<file path="src/design/cgp_pkg.sv">
// Shared types, constants and clamp functions of the color grading pipeline.
`timescale 1ns / 1ps
package cgp_pkg;

	localparam int PIX_W  = 8;
	localparam int GAIN_W = 12;
	localparam int OFS_W  = 9;
	localparam int IDX_W  = 3;
	localparam int DATA_W = GAIN_W;
	localparam int ACC_W  = 23;

	typedef enum logic [IDX_W-1:0] {
		REG_BRIGHTNESS = 3'd0,
		REG_CONTRAST   = 3'd1,
		REG_SATURATION = 3'd2,
		REG_WARM_RED   = 3'd3,
		REG_WARM_BLUE  = 3'd4,
		REG_EXPOSURE   = 3'd5
	} cfg_reg_t;

	localparam logic [GAIN_W-1:0] GAIN_UNITY = 12'd256;

	typedef struct packed {
		logic signed [OFS_W-1:0] brightness;
		logic [GAIN_W-1:0]       contrast;
		logic [GAIN_W-1:0]       saturation;
		logic [GAIN_W-1:0]       warm_red;
		logic [GAIN_W-1:0]       warm_blue;
		logic [GAIN_W-1:0]       exposure;
	} cfg_t;

	typedef struct packed {
		logic [PIX_W-1:0] red;
		logic [PIX_W-1:0] green;
		logic [PIX_W-1:0] blue;
	} pix_t;

	function automatic logic [PIX_W-1:0] clamp_byte(input logic signed [9:0] v);
		if (v < 0) begin
			return '0;
		end else if (v > 10'sd255) begin
			return 8'd255;
		end
		return v[7:0];
	endfunction

	function automatic logic [PIX_W-1:0] q8_to_byte(input logic signed [ACC_W-1:0] v);
		if (v < 0) begin
			return '0;
		end else if (v[ACC_W-1:16] != '0) begin
			return 8'd255;
		end
		return v[15:8];
	endfunction

endpackage

</file>
<file path="src/design/cgp_cfg.sv">
// Configuration register file of the color grading pipeline.
`timescale 1ns / 1ps
module cgp_cfg
	import cgp_pkg::*;
(
	input  logic              clk,
	input  logic              arst_n,
	input  logic              wr,
	input  logic [IDX_W-1:0]  wr_index,
	input  logic [DATA_W-1:0] wr_data,
	output cfg_t              cfg
);

	cfg_t cfg_q;

	always_ff @(posedge clk or negedge arst_n) begin
		if (!arst_n) begin
			cfg_q.brightness <= '0;
			cfg_q.contrast   <= GAIN_UNITY;
			cfg_q.saturation <= GAIN_UNITY;
			cfg_q.warm_red   <= GAIN_UNITY;
			cfg_q.warm_blue  <= GAIN_UNITY;
			cfg_q.exposure   <= GAIN_UNITY;
		end else if (wr) begin
			unique case (wr_index)
				REG_BRIGHTNESS: cfg_q.brightness <= $signed(wr_data[OFS_W-1:0]);
				REG_CONTRAST:   cfg_q.contrast   <= wr_data;
				REG_SATURATION: cfg_q.saturation <= wr_data;
				REG_WARM_RED:   cfg_q.warm_red   <= wr_data;
				REG_WARM_BLUE:  cfg_q.warm_blue  <= wr_data;
				REG_EXPOSURE:   cfg_q.exposure   <= wr_data;
				default: ;
			endcase
		end
	end

	assign cfg = cfg_q;

endmodule

</file>
<file path="src/design/cgp_tone.sv">
// Brightness offset and contrast stages, two pipeline registers.
`timescale 1ns / 1ps
module cgp_tone
	import cgp_pkg::*;
(
	input  logic                    clk,
	input  logic                    arst_n,
	input  logic signed [OFS_W-1:0] brightness,
	input  logic [GAIN_W-1:0]       contrast,
	input  logic                    in_valid,
	output logic                    in_ready,
	input  pix_t                    in_pix,
	output logic                    out_valid,
	input  logic                    out_ready,
	output pix_t                    out_pix
);

	logic valid_s1, valid_s2;
	pix_t pix_s1, pix_s2;
	pix_t bright, contr;
	logic adv1, adv2;

	function automatic logic [PIX_W-1:0] offset_ch(input logic [PIX_W-1:0] c,
	                                               input logic signed [OFS_W-1:0] o);
		logic signed [9:0] s;
		s = $signed({2'b00, c}) + 10'(o);
		return clamp_byte(s);
	endfunction

	function automatic logic [PIX_W-1:0] contrast_ch(input logic [PIX_W-1:0] c,
	                                                 input logic [GAIN_W-1:0] k);
		logic signed [8:0]       d;
		logic signed [ACC_W-1:0] v;
		d = $signed({1'b0, c}) - 9'sd128;
		v = $signed({1'b0, k}) * d + 23'sd32768;
		return q8_to_byte(v);
	endfunction

	always_comb begin
		bright.red   = offset_ch(in_pix.red, brightness);
		bright.green = offset_ch(in_pix.green, brightness);
		bright.blue  = offset_ch(in_pix.blue, brightness);
		contr.red    = contrast_ch(pix_s1.red, contrast);
		contr.green  = contrast_ch(pix_s1.green, contrast);
		contr.blue   = contrast_ch(pix_s1.blue, contrast);
	end

	assign adv2     = !valid_s2 || out_ready;
	assign adv1     = !valid_s1 || adv2;
	assign in_ready = adv1;

	always_ff @(posedge clk or negedge arst_n) begin
		if (!arst_n) begin
			valid_s1 <= 1'b0;
			valid_s2 <= 1'b0;
		end else begin
			if (adv1) valid_s1 <= in_valid;
			if (adv2) valid_s2 <= valid_s1;
		end
	end

	always_ff @(posedge clk) begin
		if (adv1) pix_s1 <= bright;
		if (adv2) pix_s2 <= contr;
	end

	assign out_valid = valid_s2;
	assign out_pix   = pix_s2;

endmodule

</file>
<file path="src/design/cgp_sat.sv">
// Gray extraction and saturation stages, two pipeline registers.
`timescale 1ns / 1ps
module cgp_sat
	import cgp_pkg::*;
(
	input  logic              clk,
	input  logic              arst_n,
	input  logic [GAIN_W-1:0] saturation,
	input  logic              in_valid,
	output logic              in_ready,
	input  pix_t              in_pix,
	output logic              out_valid,
	input  logic              out_ready,
	output pix_t              out_pix
);

	logic             valid_s3, valid_s4;
	pix_t             pix_s3, pix_s4;
	logic [PIX_W-1:0] gray_s3;
	logic [12:0]      wsum;
	pix_t             sat;
	logic             adv3, adv4;

	function automatic logic [PIX_W-1:0] sat_ch(input logic [PIX_W-1:0] c,
	                                            input logic [PIX_W-1:0] y,
	                                            input logic [GAIN_W-1:0] k);
		logic signed [8:0]       d;
		logic signed [ACC_W-1:0] v;
		d = $signed({1'b0, c}) - $signed({1'b0, y});
		v = $signed({7'b0, y, 8'b0}) + $signed({1'b0, k}) * d;
		return q8_to_byte(v);
	endfunction

	always_comb begin
		wsum = 13'(in_pix.red) * 13'd11 + 13'(in_pix.green) * 13'd16
		     + 13'(in_pix.blue) * 13'd5;
		sat.red   = sat_ch(pix_s3.red, gray_s3, saturation);
		sat.green = sat_ch(pix_s3.green, gray_s3, saturation);
		sat.blue  = sat_ch(pix_s3.blue, gray_s3, saturation);
	end

	assign adv4     = !valid_s4 || out_ready;
	assign adv3     = !valid_s3 || adv4;
	assign in_ready = adv3;

	always_ff @(posedge clk or negedge arst_n) begin
		if (!arst_n) begin
			valid_s3 <= 1'b0;
			valid_s4 <= 1'b0;
		end else begin
			if (adv3) valid_s3 <= in_valid;
			if (adv4) valid_s4 <= valid_s3;
		end
	end

	always_ff @(posedge clk) begin
		if (adv3) begin
			pix_s3  <= in_pix;
			gray_s3 <= wsum[12:5];
		end
		if (adv4) pix_s4 <= sat;
	end

	assign out_valid = valid_s4;
	assign out_pix   = pix_s4;

endmodule

</file>
<file path="src/design/cgp_gain.sv">
// Warmth and exposure gain stages, two pipeline registers.
`timescale 1ns / 1ps
module cgp_gain
	import cgp_pkg::*;
(
	input  logic              clk,
	input  logic              arst_n,
	input  logic [GAIN_W-1:0] warm_red,
	input  logic [GAIN_W-1:0] warm_blue,
	input  logic [GAIN_W-1:0] exposure,
	input  logic              in_valid,
	output logic              in_ready,
	input  pix_t              in_pix,
	output logic              out_valid,
	input  logic              out_ready,
	output pix_t              out_pix
);

	logic valid_s5, valid_s6;
	pix_t pix_s5, pix_s6;
	pix_t warm, expo;
	logic adv5, adv6;

	function automatic logic [PIX_W-1:0] scale_ch(input logic [PIX_W-1:0] c,
	                                              input logic [GAIN_W-1:0] k);
		logic [PIX_W+GAIN_W-1:0] p;
		p = 20'(c) * 20'(k);
		return q8_to_byte($signed({3'b000, p}));
	endfunction

	always_comb begin
		warm.red   = scale_ch(in_pix.red, warm_red);
		warm.green = in_pix.green;
		warm.blue  = scale_ch(in_pix.blue, warm_blue);
		expo.red   = scale_ch(pix_s5.red, exposure);
		expo.green = scale_ch(pix_s5.green, exposure);
		expo.blue  = scale_ch(pix_s5.blue, exposure);
	end

	assign adv6     = !valid_s6 || out_ready;
	assign adv5     = !valid_s5 || adv6;
	assign in_ready = adv5;

	always_ff @(posedge clk or negedge arst_n) begin
		if (!arst_n) begin
			valid_s5 <= 1'b0;
			valid_s6 <= 1'b0;
		end else begin
			if (adv5) valid_s5 <= in_valid;
			if (adv6) valid_s6 <= valid_s5;
		end
	end

	always_ff @(posedge clk) begin
		if (adv5) pix_s5 <= warm;
		if (adv6) pix_s6 <= expo;
	end

	assign out_valid = valid_s6;
	assign out_pix   = pix_s6;

endmodule

</file>
<file path="src/design/color_grading_pixel_pipeline.sv">
// Color grading pixel pipeline top level.
// Grades one 8-bit RGB pixel per clock while in_stall is low: brightness
// offset, contrast about 128, saturation away from gray (r*11+g*16+b*5)/32,
// warmth gains on red and blue, then exposure gain, each step truncated and
// clamped to 0..255. Gains are unsigned Q4.8 (256 is unity), the offset is
// a 9-bit signed value. The pipeline has six register stages, at most one
// multiplier deep each, and takes a new pixel every cycle unless stalled.
// Every stage holds its word independently: a stall at the output fills
// empty stages before it reaches in_stall. Write registers only while idle.
`timescale 1ns / 1ps
module color_grading_pixel_pipeline
	import cgp_pkg::*;
(
	input  logic              clk,
	input  logic              arst_n,
	input  logic              cfg_valid,
	output logic              cfg_ready,
	input  logic [IDX_W-1:0]  cfg_index,
	input  logic [DATA_W-1:0] cfg_data,
	input  logic              in_valid,
	output logic              in_stall,
	input  logic [PIX_W-1:0]  in_red,
	input  logic [PIX_W-1:0]  in_green,
	input  logic [PIX_W-1:0]  in_blue,
	output logic              out_valid,
	input  logic              out_stall,
	output logic [PIX_W-1:0]  out_red,
	output logic [PIX_W-1:0]  out_green,
	output logic [PIX_W-1:0]  out_blue
);

	cfg_t cfg;
	pix_t in_pix, tone_pix, sat_pix, grade_pix;
	logic tone_in_ready, tone_valid, sat_in_ready, sat_valid, gain_in_ready;

	assign cfg_ready = 1'b1;

	cgp_cfg u_cfg (
		.clk      (clk),
		.arst_n   (arst_n),
		.wr       (cfg_valid && cfg_ready),
		.wr_index (cfg_index),
		.wr_data  (cfg_data),
		.cfg      (cfg)
	);

	assign in_pix.red   = in_red;
	assign in_pix.green = in_green;
	assign in_pix.blue  = in_blue;
	assign in_stall     = !tone_in_ready;

	cgp_tone u_tone (
		.clk        (clk),
		.arst_n     (arst_n),
		.brightness (cfg.brightness),
		.contrast   (cfg.contrast),
		.in_valid   (in_valid),
		.in_ready   (tone_in_ready),
		.in_pix     (in_pix),
		.out_valid  (tone_valid),
		.out_ready  (sat_in_ready),
		.out_pix    (tone_pix)
	);

	cgp_sat u_sat (
		.clk        (clk),
		.arst_n     (arst_n),
		.saturation (cfg.saturation),
		.in_valid   (tone_valid),
		.in_ready   (sat_in_ready),
		.in_pix     (tone_pix),
		.out_valid  (sat_valid),
		.out_ready  (gain_in_ready),
		.out_pix    (sat_pix)
	);

	cgp_gain u_gain (
		.clk       (clk),
		.arst_n    (arst_n),
		.warm_red  (cfg.warm_red),
		.warm_blue (cfg.warm_blue),
		.exposure  (cfg.exposure),
		.in_valid  (sat_valid),
		.in_ready  (gain_in_ready),
		.in_pix    (sat_pix),
		.out_valid (out_valid),
		.out_ready (!out_stall),
		.out_pix   (grade_pix)
	);

	assign out_red   = grade_pix.red;
	assign out_green = grade_pix.green;
	assign out_blue  = grade_pix.blue;

endmodule

</file>
<file path="config.mk">
export PLATFORM = sky130hd
export DESIGN_NAME = color_grading_pixel_pipeline
export DESIGN_NICKNAME = d
export VERILOG_FILES = /design/src/design/cgp_pkg.sv /design/src/design/cgp_cfg.sv /design/src/design/cgp_tone.sv /design/src/design/cgp_sat.sv /design/src/design/cgp_gain.sv /design/src/design/color_grading_pixel_pipeline.sv
export SDC_FILE = /design/constraint.sdc
export NUM_CORES = 2
export LEC_CHECK = 0
export ABC_AREA = 1
export BUFFER_PORTS_ARGS = -buffer_cell sky130_fd_sc_hd__buf_4
export CORE_MARGIN = 1.5
export CORE_UTILIZATION = 40
export CTS_BUF_LIST = sky130_fd_sc_hd__clkbuf_16
export CTS_CLUSTER_SIZE = 24
export DETAILED_ROUTE_END_ITERATION = 10
export GPL_ROUTABILITY_DRIVEN = 0
export PLACE_DENSITY = 0.62
export SYNTH_ARGS = -nofsm -noshare
export SYNTH_HDL_FRONTEND = slang
export SYNTH_HIERARCHICAL = 1
export SYNTH_SLANG_ARGS = --single-unit
</file>
<file path="constraint.sdc">
create_clock -name clk -period 5.85 [get_ports clk]
set_input_delay 0.2925 -clock clk [delete_from_list [all_inputs] [get_ports clk]]
set_output_delay 0.2925 -clock clk [all_outputs]
set_load 0.02 [all_outputs]
</file>
==> out/qor.csv <==
metric,value,unit
vias_per_cell,4.82,
clock_latency,0.64,ns
antenna_found_initial,2,
synth_area_per_cell,7.60,sq um
synth_xor_area_frac,0.0209,
synth.most_common_cell,nand2_1,
die_w,362,um
synth_adder_area_share,0.448,
ys_top_cells_by_count,"nand2_1, inv_1, fa_1",
finalClockSkew,0.0416,ns
vias,42211,
global_route.peak_usage_layer,met2,
firstDrtPassIters,6,
numCtsBuffers,31,
syn_inst,6793,
yosysWarnings,6,
final_nets,8504,
setup_tns,-9.88,ns
htree_levels,1,
grt_pass1_vias,43611,
maxCapViolations,0,
cp-end-kind,flop,
finalCritPeriodShare,1.09,
grt_pass1_wl,217000,um
area_growth,12.6,%
postSynth.asyncResetShare,0.330,
cts_tree,built,
met3_usage,0.0261,
grt_max_degree,65,
core_area,128000,sq um
antenna_left,0,
path_class,flop to flop,
die-area,131000,sq um
drv_slew,0,
max_stage_delay,0.54,ns
finalHoldViolCount,0,
rows,131,
met2_usage,0.358,
place_ws,-0.516,ns
globalRouteTotalUtil,0.202,
final_core_util,0.455,
slew-limit-headroom,0.333,
clockBufferDepth,3,
multiInputGateArea,38500,sq um
num-fill-cells,12727,
met1_usage,0.256,
insertedDiodeCount,0,
violations,setup timing,
cts_sinks,227,
seq_area_frac_synth,0.125,
cp-start-kind,flop,
hold_path_class,primary input to asynchronous set/reset pin,
rsz0062_at_grt,true,
grt_overflow_total,0,
dpl_cell_area,56300,sq um
fmax,157,MHz
synth-simple-area-share,0.218,
initial_utilization,0.404,
regArea,6460,sq um
synth_compound_area_frac,0.0421,
synth_top_area_frac,0.299,
synth_edf_count,152,
dp_hpwl,108000,um
io_buffer_count,69,
netlist_area,51600,sq um
synthTopCellsByArea,"fa_1, ha_1, nand2_1",
cts.clk_slew.worst_paths,0.06,ns
status,finished with violations,
drt-initial-drc-count,2468,
synth-main-ff-cell,edfxtp_1,
drc,0,
min_period,6.37,ns
synth_area_leader_cell,fa_1,
cp_slowest_cell,fa_1,
crit_fanout,8,
timing_worst_slew_pin_value,0.998,ns
syn_nets,8225,
ys_ff_latch,227,
layout-drive-gt1-share,0.114,
setup_violations,24,
cts_root_buffer,clkbuf_16,
totalWireLength,130000,um
cp.arrival,6.75,ns
path_common_cell,fa_1,
fin_ws,-0.520,ns
yosysUniqueCellTypes,53,
die_h,362,um
avgRoutedWirePerCell,14.9,um
final_area,58100,sq um
pin_count,71,
cp_data_required_time,6.23,ns
muxShareOfSynthArea,0,
synth_top_family_by_area,adder cells,
-- critical path, delay by kind of cell (launching register included) --
kind | cells | cell delay (ns)
adder cells (fa/ha/maj) | 8 | 3.23
AND/OR/NAND/NOR | 12 | 1.30
buffers and inverters | 8 | 0.75
AO/OA/AOI/OAI | 3 | 0.45
flip-flops | 1 | 0.42
-- cells in the final DEF (no fill, tap or decap), types with 14 or more instances in the layout --
cell / netlist / layout
a21o_1: 44 / 44
a21oi_1: 205 / 181
a21oi_2: 1 / 22
a31oi_1: 15 / 15
buf_4: 6 / 407
clkbuf_16: 0 / 31
dfrtp_1: 70 / 65
dlygate4sd3_1: 0 / 14
edfxtp_1: 152 / 152
fa_1: 770 / 760
ha_1: 618 / 589
ha_4: 0 / 27
inv_1: 1778 / 1760
inv_2: 8 / 26
nand2_1: 1881 / 1837
nand2_2: 58 / 91
nand2_4: 7 / 18
nand3_1: 211 / 205
nand3_2: 21 / 27
nand3b_1: 14 / 14
nand4_1: 46 / 46
nor2_1: 352 / 327
nor2_2: 15 / 34
nor2_4: 18 / 24
nor3_1: 37 / 34
o21ai_0: 62 / 49
o21bai_1: 22 / 21
xnor2_1: 48 / 48
xor2_1: 75 / 75
-- area by class of cell --
type,count,share of cell area
clock buffers,31,0.0133
clock inverters,26,0.00286
inverters,1791,0.116
multi-input cells,4586,0.662
flip-flops and latches,227,0.111
well taps,1662,0.0358
repair buffers,435,0.0587
-- metrics by stage --
step	cells	hold slack [ns]
final	8758	0.0728
after global routing	8758	0.0774
after CTS	8745	0.0256
after detailed placement	8650	0.190
after global placement	8650	0.188
after floorplan	6793	-0.00309
-- worst paths after layout --
path                       cells after the start                end  slack, ns               from
setup / recovery                              31  u_sat/out_pix[22]      -0.52   u_sat/gray_s3[0]
hold / removal                                 2   u_gain/out_valid       0.07             arst_n
setup reg to reg                              31  u_sat/out_pix[22]      -0.52   u_sat/gray_s3[0]
hold reg to reg                                0  u_gain/pix_s5[15]       0.41  u_sat/out_pix[15]
max in group asynchronous                      3      u_cfg/cfg[57]       4.51             arst_n
min in group clk                               4      u_cfg/cfg[56]       0.11       cfg_index[1]
-- per-layer routing --
| layer | up-vias | routed length (um) |
|---|---|---|
| met5 | - | 0 |
| met3 | 199 | 6810 |
| met1 | 20367 | 55600 |
| li1 | 20666 | - |
| met4 | 0 | 4260 |
| met2 | 979 | 63600 |
-- logic make-up after synthesis --
kind of cell | Yosys count
other | 1
flip-flops | 227
buffers and inverters | 1981
XOR/XNOR | 123
AND/OR/NAND/NOR | 2695
adder cells (fa/ha/maj) | 1388
AO/OA/AOI/OAI | 378
-- repair_timing --
| action | CTS | global route |
|---|---|---|
| hold buffers | 14 | 0 |
| endpoints found under the setup margin | 24 | 44 |
| setup buffers | 24 | 13 |
| pin swaps | 20 | 33 |
| gates resized for setup | 56 | 90 |
| endpoints found under the hold margin | 48 | 0 |
| cloned | 1 | 0 |
-- sequential cells by signal, indices dropped and copies added, names as in the netlist --
signal and cells:
u_cfg/cfg 69, u_gain/out_pix 24, u_gain/pix_s5 24, u_sat/out_pix 24
u_sat/pix_s3 24, u_tone/out_pix 24, u_tone/pix_s1 24, u_sat/gray_s3 8
u_gain/out_valid 1, u_gain/valid_s5 1, u_sat/out_valid 1, u_sat/valid_s3 1
u_tone/out_valid 1, u_tone/valid_s1 1
Power is not shown: default switching activity piles up to over one toggle a cycle in this logic, so the estimate is an artifact.
